===== config.mk =====
export PLATFORM = sky130hd
export DESIGN_NAME = sam_seq_base_checker_top
export DESIGN_NICKNAME = d
export VERILOG_FILES = /design/src/rtl/core/sambase_pkg.sv /design/src/rtl/core/sambase_cfg_regs.sv /design/src/rtl/core/sambase_parser.sv /design/src/rtl/core/sam_seq_base_checker_top.sv
export SDC_FILE = /design/constraint.sdc
export NUM_CORES = 1
export LEC_CHECK = 0
export BUFFER_PORTS_ARGS = -buffer_cell sky130_fd_sc_hd__buf_2
export CORE_MARGIN = 2
export CORE_UTILIZATION = 48
export DETAILED_ROUTE_END_ITERATION = 6
export PLACE_DENSITY = 0.69
export SLEW_MARGIN = 10
export SYNTH_ARGS = -nofsm -noshare
export SYNTH_HDL_FRONTEND = slang
export SYNTH_SLANG_ARGS = --single-unit

===== constraint.sdc =====
create_clock -name clk -period 4.35 [get_ports clk]
set_input_delay 0.87 -clock clk [delete_from_list [all_inputs] [get_ports clk]]
set_output_delay 0.87 -clock clk [all_outputs]
set_load 0.05 [all_outputs]

===== src/rtl/core/sambase_pkg.sv =====
// Shared types and constants for the SAM sequence base checker.
// Used by every module of the block; depends on nothing else.
`timescale 1ns / 1ps

package sambase_pkg;

  localparam int unsigned CfgIndexW = 2;
  localparam int unsigned CfgDataW  = 26;

  localparam logic [CfgIndexW-1:0] RegSeqFieldIndex = 2'd0;
  localparam logic [CfgIndexW-1:0] RegLetterMask    = 2'd1;

  localparam logic [3:0]  SeqFieldIndexReset = 4'd9;
  localparam logic [25:0] LetterMaskReset    = 26'd25048271;

  localparam logic [7:0] ChAt      = 8'h40;
  localparam logic [7:0] ChTab     = 8'h09;
  localparam logic [7:0] ChNewline = 8'h0A;
  localparam logic [7:0] ChSpace   = 8'h20;

  localparam logic [31:0] LineCountMax = 32'hFFFF_FFFF;

  typedef enum logic [1:0] {
    PhStart = 2'd0,
    PhTabs  = 2'd1,
    PhSeq   = 2'd2,
    PhSkip  = 2'd3
  } phase_t;

  typedef struct packed {
    logic [3:0]  seq_field_index;
    logic [25:0] letter_mask;
  } cfg_t;

  typedef struct packed {
    logic [31:0] line_number;
    logic        is_header;
    logic        seq_bad;
    logic [7:0]  bad_byte;
  } result_t;

endpackage


===== src/rtl/core/sambase_cfg_regs.sv =====
// Configuration register file: sequence column index and letter mask.
// Depends on sambase_pkg.
`timescale 1ns / 1ps

module sambase_cfg_regs (
  input  logic                                 clk,
  input  logic                                 rst,
  input  logic                                 wr_en,
  input  logic [sambase_pkg::CfgIndexW-1:0]    wr_index,
  input  logic [sambase_pkg::CfgDataW-1:0]     wr_data,
  output sambase_pkg::cfg_t                    cfg
);

  sambase_pkg::cfg_t regs;

  always_ff @(posedge clk) begin
    if (rst) begin
      regs.seq_field_index <= sambase_pkg::SeqFieldIndexReset;
      regs.letter_mask     <= sambase_pkg::LetterMaskReset;
    end else if (wr_en) begin
      unique case (wr_index)
        sambase_pkg::RegSeqFieldIndex: begin
          regs.seq_field_index <= wr_data[3:0];
        end
        sambase_pkg::RegLetterMask: begin
          regs.letter_mask <= wr_data[25:0];
        end
        default: begin
        end
      endcase
    end
  end

  assign cfg = regs;

endmodule


===== src/rtl/core/sambase_parser.sv =====
// Per-byte line parser: tracks the field position, checks sequence bytes
// and keeps the line counter. Depends on sambase_pkg.
`timescale 1ns / 1ps

module sambase_parser (
  input  logic                    clk,
  input  logic                    rst,
  input  sambase_pkg::cfg_t       cfg,
  input  logic                    advance,
  input  logic [7:0]              data_byte,
  output sambase_pkg::result_t    result
);

  sambase_pkg::phase_t phase, phase_next;
  logic [3:0]  tabs_seen, tabs_seen_next, tabs_inc;
  logic        header_line, header_line_next;
  logic        bad_found, bad_found_next;
  logic [7:0]  first_bad_byte, first_bad_byte_next;
  logic [31:0] line_counter, line_counter_next;
  logic        check_seq;
  logic        is_alpha;
  logic [4:0]  letter_k;
  logic        letter_ok;

  assign is_alpha  = (data_byte[7:6] == 2'b01) && (data_byte[4:0] != 5'd0)
                     && (data_byte[4:0] <= 5'd26);
  assign letter_k  = is_alpha ? (data_byte[4:0] - 5'd1) : 5'd0;
  assign letter_ok = is_alpha && cfg.letter_mask[letter_k];
  assign tabs_inc  = tabs_seen + 4'd1;

  always_comb begin
    phase_next          = phase;
    tabs_seen_next      = tabs_seen;
    header_line_next    = header_line;
    bad_found_next      = bad_found;
    first_bad_byte_next = first_bad_byte;
    line_counter_next   = line_counter;
    check_seq           = 1'b0;
    if (data_byte == sambase_pkg::ChNewline) begin
      phase_next          = sambase_pkg::PhStart;
      tabs_seen_next      = 4'd0;
      header_line_next    = 1'b0;
      bad_found_next      = 1'b0;
      first_bad_byte_next = sambase_pkg::ChSpace;
      if (line_counter != sambase_pkg::LineCountMax) begin
        line_counter_next = line_counter + 32'd1;
      end
    end else begin
      unique case (phase)
        sambase_pkg::PhStart, sambase_pkg::PhTabs: begin
          if (phase == sambase_pkg::PhStart && data_byte == sambase_pkg::ChAt) begin
            header_line_next = 1'b1;
            phase_next       = sambase_pkg::PhSkip;
          end else begin
            phase_next = sambase_pkg::PhTabs;
            if (tabs_seen >= cfg.seq_field_index) begin
              phase_next = sambase_pkg::PhSeq;
              check_seq  = 1'b1;
            end else if (data_byte == sambase_pkg::ChTab) begin
              tabs_seen_next = tabs_inc;
              if (tabs_inc >= cfg.seq_field_index) begin
                phase_next = sambase_pkg::PhSeq;
              end
            end
          end
        end
        sambase_pkg::PhSeq: begin
          check_seq = 1'b1;
        end
        sambase_pkg::PhSkip: begin
        end
        default: begin
        end
      endcase
      if (check_seq) begin
        if (data_byte == sambase_pkg::ChTab) begin
          phase_next = sambase_pkg::PhSkip;
        end else if (!letter_ok) begin
          bad_found_next      = 1'b1;
          first_bad_byte_next = data_byte;
          phase_next          = sambase_pkg::PhSkip;
        end
      end
    end
  end

  always_ff @(posedge clk) begin
    if (rst) begin
      phase          <= sambase_pkg::PhStart;
      tabs_seen      <= 4'd0;
      header_line    <= 1'b0;
      bad_found      <= 1'b0;
      first_bad_byte <= sambase_pkg::ChSpace;
      line_counter   <= 32'd0;
    end else if (advance) begin
      phase          <= phase_next;
      tabs_seen      <= tabs_seen_next;
      header_line    <= header_line_next;
      bad_found      <= bad_found_next;
      first_bad_byte <= first_bad_byte_next;
      line_counter   <= line_counter_next;
    end
  end

  assign result.line_number = line_counter;
  assign result.is_header   = header_line;
  assign result.seq_bad     = bad_found;
  assign result.bad_byte    = first_bad_byte;

endmodule


===== src/rtl/core/sam_seq_base_checker_top.sv =====
// Top level of the SAM sequence base checker: input register, parser and
// result register. Depends on sambase_pkg, sambase_cfg_regs and sambase_parser.
`timescale 1ns / 1ps

// Usage:
// The input channel (data_byte, in_valid, in_stall) carries one byte of SAM
// text per transfer. Every newline byte yields one result transfer on the
// output channel (line_number, is_header, seq_bad, bad_byte, out_valid,
// out_stall); all other bytes yield nothing.
// A byte is captured in the input register; the parser then updates its
// line state from it and, for a newline, loads the result register.
// The block takes one byte per cycle while no newline waits on a stalled
// result register. A waiting result does not block bytes that produce no
// result; only a newline waits while the result register is full and
// stalled, and the input register then holds it.
// Configuration writes (cfg_valid, cfg_ready, cfg_index, cfg_data) are
// always ready; index 0 is the sequence column index, index 1 the letter
// mask, other indexes are ignored. Write them only while the block is idle.
// Reset clears the parse state, the line counter, both registers' valid
// flags, and restores the configuration defaults.

module sam_seq_base_checker_top (
  input  logic                                clk,
  input  logic                                rst,
  input  logic [7:0]                          data_byte,
  input  logic                                in_valid,
  output logic                                in_stall,
  output logic [31:0]                         line_number,
  output logic                                is_header,
  output logic                                seq_bad,
  output logic [7:0]                          bad_byte,
  output logic                                out_valid,
  input  logic                                out_stall,
  input  logic                                cfg_valid,
  output logic                                cfg_ready,
  input  logic [sambase_pkg::CfgIndexW-1:0]   cfg_index,
  input  logic [sambase_pkg::CfgDataW-1:0]    cfg_data
);

  sambase_pkg::cfg_t    cfg;
  sambase_pkg::result_t parse_result;
  sambase_pkg::result_t out_reg;

  logic       hold_valid;
  logic [7:0] hold_byte;
  logic       hold_is_nl;
  logic       advance;
  logic       in_accept;
  logic       emit;

  assign cfg_ready  = 1'b1;
  assign hold_is_nl = (hold_byte == sambase_pkg::ChNewline);
  assign advance    = hold_valid && (!hold_is_nl || !out_valid || !out_stall);
  assign emit       = advance && hold_is_nl;
  assign in_stall   = hold_valid && !advance;
  assign in_accept  = in_valid && !in_stall;

  sambase_cfg_regs u_cfg (
    .clk      (clk),
    .rst      (rst),
    .wr_en    (cfg_valid && cfg_ready),
    .wr_index (cfg_index),
    .wr_data  (cfg_data),
    .cfg      (cfg)
  );

  sambase_parser u_parser (
    .clk       (clk),
    .rst       (rst),
    .cfg       (cfg),
    .advance   (advance),
    .data_byte (hold_byte),
    .result    (parse_result)
  );

  always_ff @(posedge clk) begin
    if (rst) begin
      hold_valid <= 1'b0;
    end else if (in_accept) begin
      hold_valid <= 1'b1;
    end else if (advance) begin
      hold_valid <= 1'b0;
    end
  end

  always_ff @(posedge clk) begin
    if (in_accept) begin
      hold_byte <= data_byte;
    end
  end

  always_ff @(posedge clk) begin
    if (rst) begin
      out_valid <= 1'b0;
    end else if (emit) begin
      out_valid <= 1'b1;
    end else if (!out_stall) begin
      out_valid <= 1'b0;
    end
  end

  always_ff @(posedge clk) begin
    if (emit) begin
      out_reg <= parse_result;
    end
  end

  assign line_number = out_reg.line_number;
  assign is_header   = out_reg.is_header;
  assign seq_bad     = out_reg.seq_bad;
  assign bad_byte    = out_reg.bad_byte;

endmodule


Word level (Yosys, flattened, before mapping):

Cells that the tools add are included.

* register bits: 130
* output and inout bits: 45
* logic and storage cells: 101

* add/subtract/negate cells: 3
* $lt $le $gt $ge: 4
* eq/ne operators: 13
* mux-type cells: 36
* reductions and logical operators: 30

Operators with widths (number)
* $add 32x1->32 const B: 1
* $mux 8: 4
* $ne 32x32->1 const B: 1
* $mux 4: 5
* $mux 2: 9
* $eq 8x4->1 const B: 2
* $mux 1: 15
* $reduce_bool 2->1: 5
* $eq 8x7->1 const B: 1
* $ge 4x4->1: 2
* $logic_and 1x1->1: 8
* $ne 2x2->1 const B: 4
* $eq 2x1->1 const B: 3
* $lt 5x6->1 const B: 1
* $reduce_and 3->1: 2
* $bmux 1 s5: 1
* $le 5x5->1 const B: 1
* $logic_not 1->1: 5
* $mux 5: 1
* $reduce_and 5->1: 1
* $reduce_bool 5->1: 1
* $sub 5x1->5 const B: 1
* $add 4x1->4 const B: 1
* $logic_not 2->1: 2
* 7 further kinds: 9

Depth between registers and ports, before layout:

* depth after elaboration: 11
* mapped depth: 14

By module:

Synthesis repeated with hierarchy kept, for this count alone.

* cells, all modules: 545
* area, all modules: 5844.4 um^2

Modules (own cells, without submodules)
* sambase_parser: instances 1, cells each 347, area each 2895.3 um^2, sequential area each 960.9 um^2
* sam_seq_base_checker_top: instances 1, cells each 69, area each 1671.6 um^2, sequential area each 1541.5 um^2
* sambase_cfg_regs: instances 1, cells each 129, area each 1277.5 um^2, sequential area each 600.6 um^2

Worst setup path before layout:

Ideal clock, no wire load.

* kind: reg2reg
* start point: register hold_byte[0]
* end point: register u_parser.first_bad_byte[5]
* setup time: 0.137 ns
* arrival: 2.919 ns
* required time: 4.213 ns
* setup slack: 1.294 ns
* stages on the path, launching flop included: 13
* clock period less this slack: 3.056 ns
* cell sequence: edfxtp_1 clkbuf_1 inv_1 ha_1 buf_1 nand2b_1 a2bb2oi_1 nor3_1 o211ai_1 a41oi_2 o31ai_4 mux2i_1 nand3_1

* word-level cells in the longest chain between the ends: 9
* elaborated cells between the ends (all ways): 25

RTL lines
* start, declared: RTL line sam_seq_base_checker_top.sv:45 `logic [7:0] hold_byte;`
* start signal, assigned: RTL line sam_seq_base_checker_top.sv:88 `hold_byte <= data_byte;`
* branches (longest 9 deep; another with $le 5x5->1)
* end signal, assigned: RTL line sambase_parser.sv:93 `first_bad_byte <= sambase_pkg::ChSpace;`
* end signal, assigned: RTL line sambase_parser.sv:100 `first_bad_byte <= first_bad_byte_next;`
* end, declared: RTL line sambase_parser.sv:18 `logic [7:0] first_bad_byte, first_bad_byte_next;`

Several ways; the timed one is not identified. The select of a mux whose other input is x is not followed.
A chain may end at the register's enable or synchronous reset.

Worst setup path after layout:

* start point: register hold_byte[0]
* end point: register u_parser.first_bad_byte[2]

Same word-level chain as after synthesis.

==> qor.yml <==
clock_tree:
  cts-resized-gates: 0
  post_cts_buffers: 0
  numCtsBuffers: 17
  insertion_delay_ps: 420
  htree_num_levels: 4
  cts_tree: "done"
  clock_path_buffers: 2
  cts_hold_buffers: 0
  path_clk_slew_ps: 50
  cts-root-buf: "clkbuf_16"
  clock-sinks: 130
finish:
  ff_latch_area_um2: 3100
  drive_gt1_frac: 0.203
  fillCellCount: 958
  antennaDiodeCount: 0
  utilization: 0.586
  syn_to_final_growth_pct: 20.6
  nets: 678
  stdcell_area_um2: 6630
  final_cell_count_no_fill: 778
  multiInputGateArea_um2: 2230
detailed_routing:
  wl_per_cell_um: 14.1
  firstDrtPassIters: 4
  drtAntennaViolNets: 0
  wirelength_mm: 11.0
  drc: 0
  vias: 4084
  vias_per_cell: 5.25
  drtIter0Drc: 178
worst_setup_path:
  cpPeakStageDelay_ps: 640
  start_kind: "flop"
  critical_path.cell_chain: "inv_1 -> ha_1 -> mux2_2 -> a22oi_1 -> or3_1 -> a21boi_0 -> nor4_1 -> o31ai_4 -> and2_4 -> o31ai_1"
  r2r_setup_slack_ps: 800
  crit_arrival_ps: 3870
  worst-setup-path-type: "flop to flop"
  crit_family: "simple AND/OR/NAND/NOR gates"
  crit_fanout: 13
  cp-end-kind: "flop"
  crit_buf_inv: 1
  worstPathRequired_ps: 4670
  critPathSlowestCell: "nor4_1"
yosys:
  yosysUniqueCellTypes: 63
  ys_top_cells_by_area: "dfxtp_1, edfxtp_1, nand2_1"
  synthFlopType: "dfxtp_1"
  synth-edff-count: 50
  yosysMostFrequentCell: "dfxtp_1"
  synth_top_area_frac: 0.291
  synth_seq_cells: 130
  post_synth.cell_area_avg_um2: 10.2
  ys_seq_area_frac: 0.564
  yosysWarningCount: 0
  synth_cells: 540
  syn-num-nets: 595
  synthesis.area_um2: 5500
  async_flop_share: 0
  synth_top_cells_by_count: "dfxtp_1, nand2_1, nor2_1"
  yosys.area.top_type: "dfxtp_1"
die:
  core_area_um2: 11300
  fp.dieW_um: 111
  start_util: 0.486
  die_h_um: 111
  dieArea_um2: 12300
  placementRows: 39
  io-pin-count: 86
placed_design:
  hpwl_mm: 7.69
  io_buffers: 84
  dp.cells: 747
  place.gp.congestion: 0.908
  placed_cell_area_um2: 6020
timing:
  hold_viol: 0
  slew_headroom: 0.349
  skew_ps: 14.7
  setup_viol: 0
  fin_setup_tns_ps: 0
  fin_hold_ws_ps: 433
  rsz0062_at_grt: "no"
  period_share: 0.817
  slew_viol_final: 0
  fmax_mhz: 281
  worst_slew_pin_slew_ps: 973
  layout_min_cycle_time_ps: 3550
power:
  leakagePower_nw: 2.72
  peakVddDrop_mv: 0.225
  p_per_area_nw_per_um2: 439
global_route:
  grt_pass1_vias: 3838
  grt_pass1_wl_mm: 18.4
  antenna_found_initial: 0
  grt_usage: 0.185
  grt_max_degree: 55
  grt_overflow: 0
worst_hold_path:
  min_path_type: "flop to flop"
job:
  maxCapViolations: 0
status:
  status: "finished, final reports clean"
## sequential cells by signal (all words and copies together) (netlist names)
register / cells
bad_byte: 8
hold_byte: 8
hold_valid: 1
is_header: 1
line_number: 32
out_valid: 1
seq_bad: 1
u_cfg.cfg: 30
u_parser.bad_found: 1
u_parser.first_bad_byte: 8
u_parser.header_line: 1
u_parser.line_counter: 32
u_parser.phase: 2
u_parser.tabs_seen: 4
## worst register-to-register path, stage by stage (launching register included)
cell      delay, ps
edfxtp_1        600
inv_1           240
ha_1            610
mux2_2          390
a22oi_1         130
or3_1           120
a21boi_0         70
nor4_1          640
o31ai_4         230
and2_4          240
o31ai_1         180
## final timing paths
kind                            from                         end  cells after the start
hold reg to reg   u_parser.bad_found                     seq_bad                      0
setup reg to reg        hold_byte[0]  u_parser.first_bad_byte[2]                     10
setup / recovery        hold_byte[0]  u_parser.first_bad_byte[2]                     10
hold / removal    u_parser.bad_found                     seq_bad                      0
## cells in the final DEF, fill, tap and decap left out, types with 5 or more instances in the layout
master,instances
dfxtp_1,80
nand3_1,29
nand2_1,74
nor2_1,53
nand2b_1,6
nor3_1,11
mux2i_1,9
a21oi_1,35
buf_2,84
xor2_1,16
inv_1,16
or3_1,9
nand4_1,14
and4_1,5
and3_1,5
clkbuf_16,17
xnor2_1,15
edfxtp_1,50
ha_1,14
nor2b_1,6
o21ai_0,14
## metal layers
layer	part of all wire	track usage	vias to the layer above	wire (um)
li1	-	-	2081	-
met1	0.48	0.248	1887	5300
met2	0.46	0.286	104	5020
met3	0.048	0.0547	12	526
met4	0.0097	0.0683	0	106
met5	0	0	-	0
## cell type report
type,count,share of cell area
clock inverters,14,0.0287
flip-flops and latches,130,0.468
inverters,19,0.0115
repair buffers,85,0.0645
well taps,143,0.0270
multi-input cells,370,0.336
clock buffers,17,0.0641
## metrics by stage
stage	power, W	setup WS, ps
2_1_floorplan	0.00142	1290
3_3_place_gp	0.00146	937
3_5_place_dp	0.00147	873
4_1_cts	0.00293	839
5_1_grt	0.00300	601
6_report	0.00291	797
## report_power, final
group / leakage [nW] / total (W) / internal (W) / switching [W]
Sequential: 1.17 / 0.00130 / 0.00128 / 0.0000222
Combinational: 1.26 / 0.000144 / 0.0000579 / 0.0000865
Clock: 0.288 / 0.00147 / 0.000951 / 0.000514
## kinds of logic after synthesis
logic type | count (synthesis) | share of synthesized area
muxes | 10 | 0.0184
xor gates and xnor gates | 31 | 0.0494
other | 1 | 0.000682
buffers and inverters | 40 | 0.0305
and+or+nand+nor | 231 | 0.208
adders and majority gates | 14 | 0.0318
AOI/OAI and AO/OA | 83 | 0.0971
DFF | 130 | 0.564
Note: power is estimated with default switching activity, not from simulation.
